File: src/rtl/core/psa_pkg.sv
// Shared types and constants for the pixel saturating ALU.
// Used by psa_front, psa_div_cell and pixel_saturating_alu_unit; no dependencies.
package psa_pkg;

    localparam logic [3:0] OP_ADD   = 4'd0;
    localparam logic [3:0] OP_SUB   = 4'd1;
    localparam logic [3:0] OP_MUL   = 4'd2;
    localparam logic [3:0] OP_XOR   = 4'd3;
    localparam logic [3:0] OP_AND   = 4'd4;
    localparam logic [3:0] OP_OR    = 4'd5;
    localparam logic [3:0] OP_SADD  = 4'd6;
    localparam logic [3:0] OP_SSUB  = 4'd7;
    localparam logic [3:0] OP_SMUL  = 4'd8;
    localparam logic [3:0] OP_SDIV  = 4'd9;
    localparam logic [3:0] OP_SMOD  = 4'd10;
    localparam logic [3:0] OP_SXOR  = 4'd11;
    localparam logic [3:0] OP_SAND  = 4'd12;
    localparam logic [3:0] OP_SOR   = 4'd13;
    localparam logic [3:0] OP_SHR   = 4'd14;
    localparam logic [3:0] OP_SHL   = 4'd15;

    localparam logic [1:0] REG_OPERATION = 2'd0;
    localparam logic [1:0] REG_OFFSET    = 2'd1;
    localparam logic [1:0] REG_FACTOR    = 2'd2;

    localparam int CFG_DATA_BITS = 17;

    typedef enum logic [1:0] {
        KIND_DIRECT,
        KIND_QUOT,
        KIND_REM
    } kind_t;

    typedef struct packed {
        logic [3:0]         operation;
        logic signed [16:0] signed_offset;
        logic [15:0]        unsigned_factor;
    } cfg_t;

    typedef struct packed {
        kind_t       kind;
        logic        dbz;
        logic [15:0] dividend;
        logic [15:0] divisor;
        logic [15:0] rem;
        logic [15:0] quot;
        logic [15:0] result;
    } stage_t;

endpackage

File: src/rtl/core/pixel_saturating_alu_unit.sv
// Top level of the pixel saturating ALU: configuration registers, input stage,
// divider cell chain and result register. Depends on psa_pkg, psa_front, psa_div_cell.
//
// Usage: write operation (index 0), signed_offset (index 1) and unsigned_factor
// (index 2) through cfg_write/cfg_index/cfg_data while no request is in flight.
// Index 3 is ignored. A request is taken at each rising edge with start high and
// busy low; busy is always low, so one request may be issued in every cycle.
// Each request gives one result on result_pixel and divide_by_zero, marked by
// done for exactly one cycle. Each request passes through the input register, the
// divider chain (one cell per quotient bit) and the result register in that order;
// every operation takes the same path, so results leave in request order at one per
// cycle.
// The receiver cannot stall; it must take each result in its done cycle.
// Reset clears all requests in flight and sets operation 0, signed_offset 0
// and unsigned_factor 1.
module pixel_saturating_alu_unit #(
    parameter int PIXEL_BITS = 8
) (
    input  logic                               clk,
    input  logic                               rst_n,
    input  logic                               cfg_write,
    input  logic [1:0]                         cfg_index,
    input  logic [psa_pkg::CFG_DATA_BITS-1:0]  cfg_data,
    input  logic                               start,
    output logic                               busy,
    input  logic [7:0]                         pixel_a,
    input  logic                               a_present,
    input  logic [7:0]                         pixel_b,
    input  logic                               b_present,
    output logic                               done,
    output logic [15:0]                        result_pixel,
    output logic                               divide_by_zero
);

    localparam int LATENCY = PIXEL_BITS + 2;

    psa_pkg::cfg_t cfg_reg;

    logic            accept;
    logic            chain_valid [0:PIXEL_BITS];
    psa_pkg::stage_t chain_data  [0:PIXEL_BITS];

    logic        done_reg;
    logic        done_next;
    logic [15:0] result_reg;
    logic [15:0] result_next;
    logic        dbz_reg;
    logic        dbz_next;

    assign busy   = 1'b0;
    assign accept = start && !busy;

    always_ff @(posedge clk or negedge rst_n)
    begin
        if (!rst_n)
        begin
            cfg_reg.operation       <= psa_pkg::OP_ADD;
            cfg_reg.signed_offset   <= '0;
            cfg_reg.unsigned_factor <= 16'd1;
        end
        else if (cfg_write)
        begin
            case (cfg_index)
                psa_pkg::REG_OPERATION: cfg_reg.operation       <= cfg_data[3:0];
                psa_pkg::REG_OFFSET:    cfg_reg.signed_offset   <= $signed(cfg_data[16:0]);
                psa_pkg::REG_FACTOR:    cfg_reg.unsigned_factor <= cfg_data[15:0];
                default:                cfg_reg                 <= cfg_reg;
            endcase
        end
    end

    psa_front #(
        .PIXEL_BITS (PIXEL_BITS)
    ) u_front (
        .clk       (clk),
        .rst_n     (rst_n),
        .accept    (accept),
        .cfg       (cfg_reg),
        .pixel_a   (pixel_a),
        .a_present (a_present),
        .pixel_b   (pixel_b),
        .b_present (b_present),
        .out_valid (chain_valid[0]),
        .out_data  (chain_data[0])
    );

    for (genvar k = 0; k < PIXEL_BITS; k++)
    begin : g_cell
        psa_div_cell #(
            .BIT (PIXEL_BITS - 1 - k)
        ) u_cell (
            .clk       (clk),
            .rst_n     (rst_n),
            .in_valid  (chain_valid[k]),
            .in_data   (chain_data[k]),
            .out_valid (chain_valid[k+1]),
            .out_data  (chain_data[k+1])
        );
    end

    always_comb
    begin
        done_next = chain_valid[PIXEL_BITS];
        dbz_next  = chain_data[PIXEL_BITS].dbz;
        case (chain_data[PIXEL_BITS].kind)
            psa_pkg::KIND_QUOT: result_next = chain_data[PIXEL_BITS].quot;
            psa_pkg::KIND_REM:  result_next = chain_data[PIXEL_BITS].rem;
            default:            result_next = chain_data[PIXEL_BITS].result;
        endcase
    end

    always_ff @(posedge clk or negedge rst_n)
    begin
        if (!rst_n)
        begin
            done_reg <= 1'b0;
        end
        else
        begin
            done_reg <= done_next;
        end
    end

    always_ff @(posedge clk)
    begin
        result_reg <= result_next;
        dbz_reg    <= dbz_next;
    end

    assign done           = done_reg;
    assign result_pixel   = result_reg;
    assign divide_by_zero = dbz_reg;

    a_done_follows_request: assert property (
        @(posedge clk) disable iff (!rst_n)
        done |-> $past(accept, LATENCY)
    ) else $error("result strobe without a matching request");

    a_request_gives_done: assert property (
        @(posedge clk) disable iff (!rst_n)
        accept |-> ##LATENCY done
    ) else $error("request produced no result strobe");

    a_dbz_zero_result: assert property (
        @(posedge clk) disable iff (!rst_n)
        (done && divide_by_zero) |-> (result_pixel == 16'd0)
    ) else $error("divide by zero flagged with a nonzero result");

endmodule

File: src/rtl/core/psa_front.sv
// Input stage: masks the pixels, computes every operation except divide and modulo,
// and loads the first stage record of the divider chain. Depends on psa_pkg.
module psa_front #(
    parameter int PIXEL_BITS = 8
) (
    input  logic            clk,
    input  logic            rst_n,
    input  logic            accept,
    input  psa_pkg::cfg_t   cfg,
    input  logic [7:0]      pixel_a,
    input  logic            a_present,
    input  logic [7:0]      pixel_b,
    input  logic            b_present,
    output logic            out_valid,
    output psa_pkg::stage_t out_data
);

    localparam logic [15:0] MAX   = 16'((32'd1 << PIXEL_BITS) - 32'd1);
    localparam logic [4:0]  PBITS = 5'(PIXEL_BITS);

    logic            valid_reg;
    psa_pkg::stage_t data_reg;
    psa_pkg::stage_t data_next;

    logic [15:0]        a;
    logic [15:0]        b;
    logic [15:0]        fmask;
    logic [16:0]        sum_ab;
    logic [31:0]        prod_ab;
    logic [31:0]        prod_af;
    logic [4:0]         sh;
    logic [31:0]        shl_full;
    logic signed [17:0] offset_ext;
    logic signed [17:0] a_ext;
    logic signed [17:0] sadd;
    logic signed [17:0] ssub;

    function automatic logic [15:0] clamp(input logic signed [17:0] v);
        logic [15:0] r;
        if (v < 18'sd0)
        begin
            r = '0;
        end
        else if (v > $signed({2'b00, MAX}))
        begin
            r = MAX;
        end
        else
        begin
            r = v[15:0];
        end
        return r;
    endfunction

    function automatic logic [15:0] sat32(input logic [31:0] v);
        return (v > {16'd0, MAX}) ? MAX : v[15:0];
    endfunction

    always_comb
    begin
        a          = a_present ? ({8'd0, pixel_a} & MAX) : '0;
        b          = b_present ? ({8'd0, pixel_b} & MAX) : '0;
        fmask      = cfg.unsigned_factor & MAX;
        sum_ab     = {1'b0, a} + {1'b0, b};
        prod_ab    = {16'd0, a} * {16'd0, b};
        prod_af    = {16'd0, a} * {16'd0, cfg.unsigned_factor};
        sh         = (cfg.unsigned_factor > {11'd0, PBITS}) ? PBITS
                                                             : cfg.unsigned_factor[4:0];
        shl_full   = {16'd0, a} << sh;
        offset_ext = {cfg.signed_offset[16], cfg.signed_offset};
        a_ext      = $signed({2'b00, a});
        sadd       = a_ext + offset_ext;
        ssub       = a_ext - offset_ext;

        data_next.kind     = psa_pkg::KIND_DIRECT;
        data_next.dbz      = 1'b0;
        data_next.dividend = a;
        data_next.divisor  = cfg.unsigned_factor;
        data_next.rem      = '0;
        data_next.quot     = '0;
        data_next.result   = '0;

        case (cfg.operation)
            psa_pkg::OP_ADD:  data_next.result = (sum_ab > {1'b0, MAX}) ? MAX : sum_ab[15:0];
            psa_pkg::OP_SUB:  data_next.result = (a > b) ? (a - b) : '0;
            psa_pkg::OP_MUL:  data_next.result = sat32(prod_ab);
            psa_pkg::OP_XOR:  data_next.result = a ^ b;
            psa_pkg::OP_AND:  data_next.result = a & b;
            psa_pkg::OP_OR:   data_next.result = a | b;
            psa_pkg::OP_SADD: data_next.result = clamp(sadd);
            psa_pkg::OP_SSUB: data_next.result = clamp(ssub);
            psa_pkg::OP_SMUL: data_next.result = sat32(prod_af);
            psa_pkg::OP_SDIV:
            begin
                if (cfg.unsigned_factor == 16'd0)
                begin
                    data_next.dbz = 1'b1;
                end
                else
                begin
                    data_next.kind = psa_pkg::KIND_QUOT;
                end
            end
            psa_pkg::OP_SMOD:
            begin
                if (cfg.unsigned_factor == 16'd0)
                begin
                    data_next.dbz = 1'b1;
                end
                else
                begin
                    data_next.kind = psa_pkg::KIND_REM;
                end
            end
            psa_pkg::OP_SXOR: data_next.result = a ^ fmask;
            psa_pkg::OP_SAND: data_next.result = a & fmask;
            psa_pkg::OP_SOR:  data_next.result = a | fmask;
            psa_pkg::OP_SHR:  data_next.result = a >> sh;
            default:          data_next.result = shl_full[15:0];
        endcase
    end

    always_ff @(posedge clk or negedge rst_n)
    begin
        if (!rst_n)
        begin
            valid_reg <= 1'b0;
        end
        else
        begin
            valid_reg <= accept;
        end
    end

    always_ff @(posedge clk)
    begin
        data_reg <= data_next;
    end

    assign out_valid = valid_reg;
    assign out_data  = data_reg;

endmodule

File: src/rtl/core/psa_div_cell.sv
// One cell of the restoring divider chain: settles one quotient bit per cycle
// and hands the stage record to the next cell. Depends on psa_pkg.
module psa_div_cell #(
    parameter int BIT = 0
) (
    input  logic            clk,
    input  logic            rst_n,
    input  logic            in_valid,
    input  psa_pkg::stage_t in_data,
    output logic            out_valid,
    output psa_pkg::stage_t out_data
);

    logic            valid_reg;
    psa_pkg::stage_t data_reg;
    psa_pkg::stage_t data_next;

    logic [16:0] rem_shift;
    logic [16:0] diff;
    logic        ge;

    always_comb
    begin
        rem_shift = {in_data.rem, in_data.dividend[BIT]};
        ge        = rem_shift >= {1'b0, in_data.divisor};
        diff      = rem_shift - {1'b0, in_data.divisor};

        data_next           = in_data;
        data_next.rem       = ge ? diff[15:0] : rem_shift[15:0];
        data_next.quot[BIT] = ge;
    end

    always_ff @(posedge clk or negedge rst_n)
    begin
        if (!rst_n)
        begin
            valid_reg <= 1'b0;
        end
        else
        begin
            valid_reg <= in_valid;
        end
    end

    always_ff @(posedge clk)
    begin
        data_reg <= data_next;
    end

    assign out_valid = valid_reg;
    assign out_data  = data_reg;

endmodule
File: config.mk
export PLATFORM = sky130hd
export DESIGN_NAME = pixel_saturating_alu_unit
export DESIGN_NICKNAME = d
export VERILOG_FILES = /design/src/rtl/core/psa_pkg.sv /design/src/rtl/core/pixel_saturating_alu_unit.sv /design/src/rtl/core/psa_front.sv /design/src/rtl/core/psa_div_cell.sv
export SDC_FILE = /design/constraint.sdc
export NUM_CORES = 1
export LEC_CHECK = 0
export ABC_CLOCK_PERIOD_IN_PS = 12300
export BUFFER_PORTS_ARGS = -buffer_cell sky130_fd_sc_hd__buf_4
export CORE_MARGIN = 2
export CORE_UTILIZATION = 45
export DETAILED_ROUTE_END_ITERATION = 6
export SYNTH_ARGS = -nofsm -noshare
export SYNTH_HDL_FRONTEND = slang
export SYNTH_SLANG_ARGS = --single-unit
File: constraint.sdc
create_clock -name clk -period 12.3 [get_ports clk]
set_clock_uncertainty 0.2 [all_clocks]
set_input_delay 0.615 -clock clk [delete_from_list [all_inputs] [get_ports clk]]
set_output_delay 0.615 -clock clk [all_outputs]
set_load 0.01 [all_outputs]
-- After elaboration in Yosys (flattened, before gate mapping)
Cells that the tools add are included.
- $lt $le $gt $ge: 17
- $add $sub $neg: 12
- equal/unequal tests: 18
- shifts and indexed selects: 2
- muxes and demuxes: 25
- reduce and logical (&&, ||, !) cells: 7
- bitwise operators: 6
- multipliers: 2
- operator list (operator ; count):
    two-way mux 16 bit ; 15
    case mux 16 bit (14 select lines) ; 1
    >= comparator 17 x 16 -> 1 bit ; 7
    subtractor 16 bit ; 7
    > comparator 32 x 8 -> 1 bit, second input constant ; 2
    > comparator 18 x 9 -> 1 bit, second input constant ; 2
    less-than comparator 18 x 1 -> 1 bit, second input constant ; 2
    case mux 16 bit (2 select lines) ; 1
    equality test 4 bit, second input constant ; 7
    multiplier 8 x 16 -> 24 bit ; 1
    adder 9 x 17 -> 18 bit ; 1
    subtractor 9 x 17 -> 18 bit ; 1
    > comparator 17 x 8 -> 1 bit, second input constant ; 1
    AND 8 bit ; 2
    equality test 4 x 3 -> 1 bit, second input constant ; 4
    >= comparator 1 x 16 -> 1 bit ; 1
    > comparator 16 x 4 -> 1 bit, second input constant ; 1
    zero test 16 bit ; 1
    multiplier 8 x 8 -> 16 bit ; 1
    two-way mux 8 bit ; 2
    bitwise OR 8 bit ; 2
    << shifter 8 x 5 -> 16 bit ; 1
    right shift 8 x 5 -> 16 bit ; 1
    subtractor 1 x 16 -> 16 bit ; 1
    other kinds (16) ; 24
- output and inout bits: 19
- input bits: 41
- bits in registers: 563
- logic and storage cells: 164

-- Depth between registers and ports, before layout
- depth in word-level cells: 6
- depth in mapped cells: 23

-- Modules after synthesis
A second synthesis with hierarchy kept.
- cells, all modules: 3533
- area total of the unflattened synthesis: 36407.4 um2
- modules (own cells, without submodules) (module ; area an instance (um2) ; instances ; cells each):
    psa_div_cell (g_cell[0].u_cell ...) ; 2916.5 ; 4 ; 241
    psa_front ; 11335.9 ; 1 ; 1451
    psa_div_cell (g_cell[3].u_cell ...) ; 2831.5 ; 2 ; 239
    psa_div_cell (g_cell[2].u_cell) ; 2845.2 ; 1 ; 242
    psa_div_cell (g_cell[5].u_cell) ; 2695.1 ; 1 ; 240
    pixel_saturating_alu_unit ; 2202.1 ; 1 ; 158

-- Worst setup path after synthesis
OpenSTA, ideal clock, no wires.
- path kind: input port to flip-flop
- from: input port a_present
- to: register u_front.data_reg, in the netlist u_front.out_data[4]
- path buffers: 2
- path slack: 5.396 ns
- arrival: 6.570 ns
- data required time: 11.966 ns
- cell stages on the path: 22
- path through: clkbuf_1 -> nand2_1 -> clkinv_1 -> buf_1 -> nand2_1 -> fa_1 -> fa_1 -> inv_1 -> fa_1 -> inv_1 -> fa_1 -> inv_1 -> ha_1 -> and2_2 -> a211o_1 -> a41oi_2 -> mux2_2 -> nor2_1 -> nand4_1 -> nor4b_4 -> a41oi_1 -> or4b_1
- RTL lines (element ; RTL line ; source):
    from (decl) ; pixel_saturating_alu_unit.sv:27 ; input logic a_present,
    to (signal assigned) ; psa_front.sv:137 ; data_reg <= data_next;
    to (decl) ; psa_front.sv:22 ; psa_pkg::stage_t data_reg;

==> flow_metrics.env <==
export IMPL_status="complete, no violations"
export IMPL_hold_path_class="in -> reg"
export IMPL_cp_max_fo=20
export IMPL_placed_cells=3820
export IMPL_stdcell_count=3925
export IMPL_drt_antenna_violating_nets=0
export IMPL_area_growth_pct=11.1
export IMPL_layout_setup_ws_ps=5300
export IMPL_slew_violations=0
export IMPL_synthesis_nets=3395
export IMPL_max_cap_violations=0
export IMPL_dp_worst_setup_slack_ps=4640
export IMPL_syn_inst=2995
export IMPL_routedWlPerCell_um=18.6
export IMPL_finalHoldViolCount=0
export IMPL_stdcell_area_um2=32300
export IMPL_place_area_um2=30300
export IMPL_cp_start_kind="primary input"
export IMPL_grt_pass1_vias=21400
export IMPL_gp_congestion=0.945
export IMPL_power_density_nw_per_um2=178
export IMPL_io_buffers=58
export IMPL_worstSetupPathType="in -> reg"
export IMPL_seq_area_um2=11500
export IMPL_multi_input_area_um2=15800
export IMPL_min_period_ps=7000
export IMPL_leakage_nw=15.2
export IMPL_viasPerCell=5.41
export IMPL_use_met1=0.300
export IMPL_tns_ps=0
export IMPL_final_layout_size_suffix_gt1_frac=0.107
export IMPL_tightest_slew_ps=1280
export IMPL_die_area_um2=66700
export IMPL_end_kind="register"
export IMPL_synth_seq_cells=563
export IMPL_setup_viol=0
export IMPL_rsz0062_at_grt="false"
export IMPL_synth_top_cell_by_area="dfxtp_1"
export IMPL_arrival_ps=7300
export IMPL_die_h_um=258
export IMPL_initial_utilization=0.453
export IMPL_htree_num_levels=2
export IMPL_grt_use_met2=0.360
export IMPL_synth_top_area_frac=0.355
export IMPL_maxSlewHeadroom=0.141
export IMPL_first_pass_iters=5
export IMPL_clockBufferDepth=3
export IMPL_clock_sinks=563
export IMPL_synth_cell_type_count=90
export IMPL_diodes=0
export IMPL_async_flop_share=0.0835
export IMPL_clk_insertion_delay_late_ps=620
export IMPL_max_freq_mhz=143
export IMPL_wl_um=73200
export IMPL_die_width_um=258
export IMPL_grt_pass1_wl_um=117000
export IMPL_ys_flop_type="dfxtp_1"
export IMPL_fillers=5882
export IMPL_seq_area_frac_synth=0.395
export IMPL_hpwlAfterDp_um=56600
export IMPL_vias=21300
export IMPL_grt_use_total=0.219
export IMPL_root_buffer="clkbuf_16"
export IMPL_antenna_found_initial=0
export IMPL_nets=3424
export IMPL_hold_worst_slack_ps=35.0
export IMPL_ir_drop_mv=0.158
export IMPL_core_area_um2=64200
export IMPL_syn_area_um2=29100
export IMPL_synth_edf_count=0
export IMPL_clk_pin_slew_ps=70
export IMPL_synth_area_leaders="dfxtp_1 (35%), ha_1 (9.8%), fa_1 (9.0%), inv_1 (4.7%), mux2_2 (4.6%)"
export IMPL_remaining_drc_errors=0
export IMPL_grt_ovfl_total=0
export IMPL_grt_max_degree=95
export IMPL_cts_tree="built"
export IMPL_drt_iter0_drc=1724
export IMPL_cts_repair_resize_count=0
export IMPL_syn_avg_cell_area_um2=9.72
export IMPL_cts_buffers=55
export IMPL_use_met3=0.0357
export IMPL_ios=60
export IMPL_grt_busiest_layer="met2"
export IMPL_period_share=0.569
export IMPL_num_rows=93
export IMPL_yosysWarnings=0
export IMPL_largest_reg_flops=456
export IMPL_cp_data_required_time_ps=12600
-- layout make-up --
type	count	area share
clock buffer	79	0.0500
clock inverter	24	0.0115
inverter	376	0.0436
multi-input combinational	1950	0.488
sequential	563	0.356
tap	855	0.0331
timing repair buffer	78	0.0183
-- kinds of logic after synthesis --
logic type / Yosys count / share of synthesized area
buffers and inverters: 482 / 0.0628
xor gates and xnor gates: 109 / 0.0328
and+or+nand+nor: 778 / 0.137
adders and majority gates: 366 / 0.191
other: 1 / 0.000129
muxes: 144 / 0.0546
AOI/OAI and AO/OA: 552 / 0.127
DFF: 563 / 0.395
-- worst max-delay path, stage by stage --
cell and delay (ps):
buf_4 170, nand2_1 140, clkinv_1 700, nand2_1 360, fa_1 490, fa_1 550, inv_1 50, fa_1 530
inv_1 50, fa_1 550, inv_1 50, ha_1 360, and2_2 230, a211o_1 310, a41oi_2 270, mux2_2 370
nor2_1 90, nand4_1 160, nor4b_4 550, a41oi_1 170, or4b_1 520
-- final timing paths --
| kind | startpoint | to | slack (ps) | depth (start not counted) |
|---|---|---|---|---|
| min in group asynchronous | rst_n | cfg_reg[23]$_DFFE_PN0P_ | 350 | 2 |
| setup reg to reg | cfg_reg[0]$_DFFE_PN1P_ | u_front.out_data[4]$_DFF_P_ | 5520 | 18 |
| hold / removal | cfg_data[9] | cfg_reg[9]$_DFFE_PN0P_ | 40 | 2 |
| hold reg to reg | g_cell[5].u_cell.out_data[21]$_DFF_P_ | g_cell[6].u_cell.out_data[21]$_DFF_P_ | 120 | 0 |
| max in group asynchronous | rst_n | g_cell[5].u_cell.out_valid$_DFF_PN0_ | 11150 | 2 |
| setup / recovery | pixel_a[5] | u_front.out_data[4]$_DFF_P_ | 5300 | 21 |
-- report_power, final --
group | internal, mW | total (mW) | switching (mW) | leakage (nW)
Clock | 1.05 | 1.77 | 0.715 | 0.980
Combinational | 0.697 | 1.68 | 0.986 | 9.42
Sequential | 2.13 | 2.32 | 0.189 | 4.81
-- synth_stat cells (all sizes together) (7+ instances only) --
| master | count |
|---|---|
| a2111oi | 13 |
| a211o | 9 |
| a211oi | 20 |
| a21boi | 17 |
| a21o | 26 |
| a21oi | 153 |
| a22o | 9 |
| a22oi | 14 |
| a31o | 9 |
| a31oi | 11 |
| and2 | 23 |
| and3 | 113 |
| buf | 15 |
| clkbuf | 90 |
| dfrtp | 46 |
| dfxtp | 516 |
| fa | 131 |
| ha | 228 |
| inv | 370 |
| maj3 | 7 |
| mux2 | 119 |
| mux2i | 25 |
| nand2 | 183 |
| nand2b | 27 |
| nand3 | 50 |
| nand4 | 40 |
| nor2 | 159 |
| nor2b | 36 |
| nor3 | 59 |
| nor3b | 7 |
| nor4 | 24 |
| o2111ai | 8 |
| o211ai | 18 |
| o21a | 26 |
| o21ai | 110 |
| o21bai | 12 |
| o31a | 14 |
| o31ai | 20 |
| or2 | 8 |
| or3 | 19 |
| xnor2 | 81 |
| xor2 | 28 |
-- per-stage QoR --
step / util / power (mW)
final: 0.504 / 5.77
after global routing: 0.504 / 6.13
after detailed placement: 0.472 / 4.02
after floorplan: - / 3.51
after CTS: 0.504 / 5.81
after global placement: 0.472 / 3.97
-- per-layer routing --
layer / wire length [um] / up-vias
li1: - / 10300
met3: 4310 / 115
met4: 1760 / 0
met5: 0 / -
met2: 33300 / 666
met1: 33800 / 10100
-- cell usage in the layout, fill, tap and decap left out, drive strengths merged, types with 46 or more instances in the layout --
master  instances
a21oi         153
and3          113
buf            76
clkbuf         79
dfrtp          46
dfxtp         516
fa            131
ha            228
inv           374
mux2          119
nand2         183
nand3          50
nor2          159
nor3           59
o21ai         110
xnor2          81
-- timing repair --
action,CTS,global route
endpoints found under the hold margin,47,0
hold buffers,2,0
setup buffers,0,0
No activity file was read; power rests on OpenSTA's default activity.
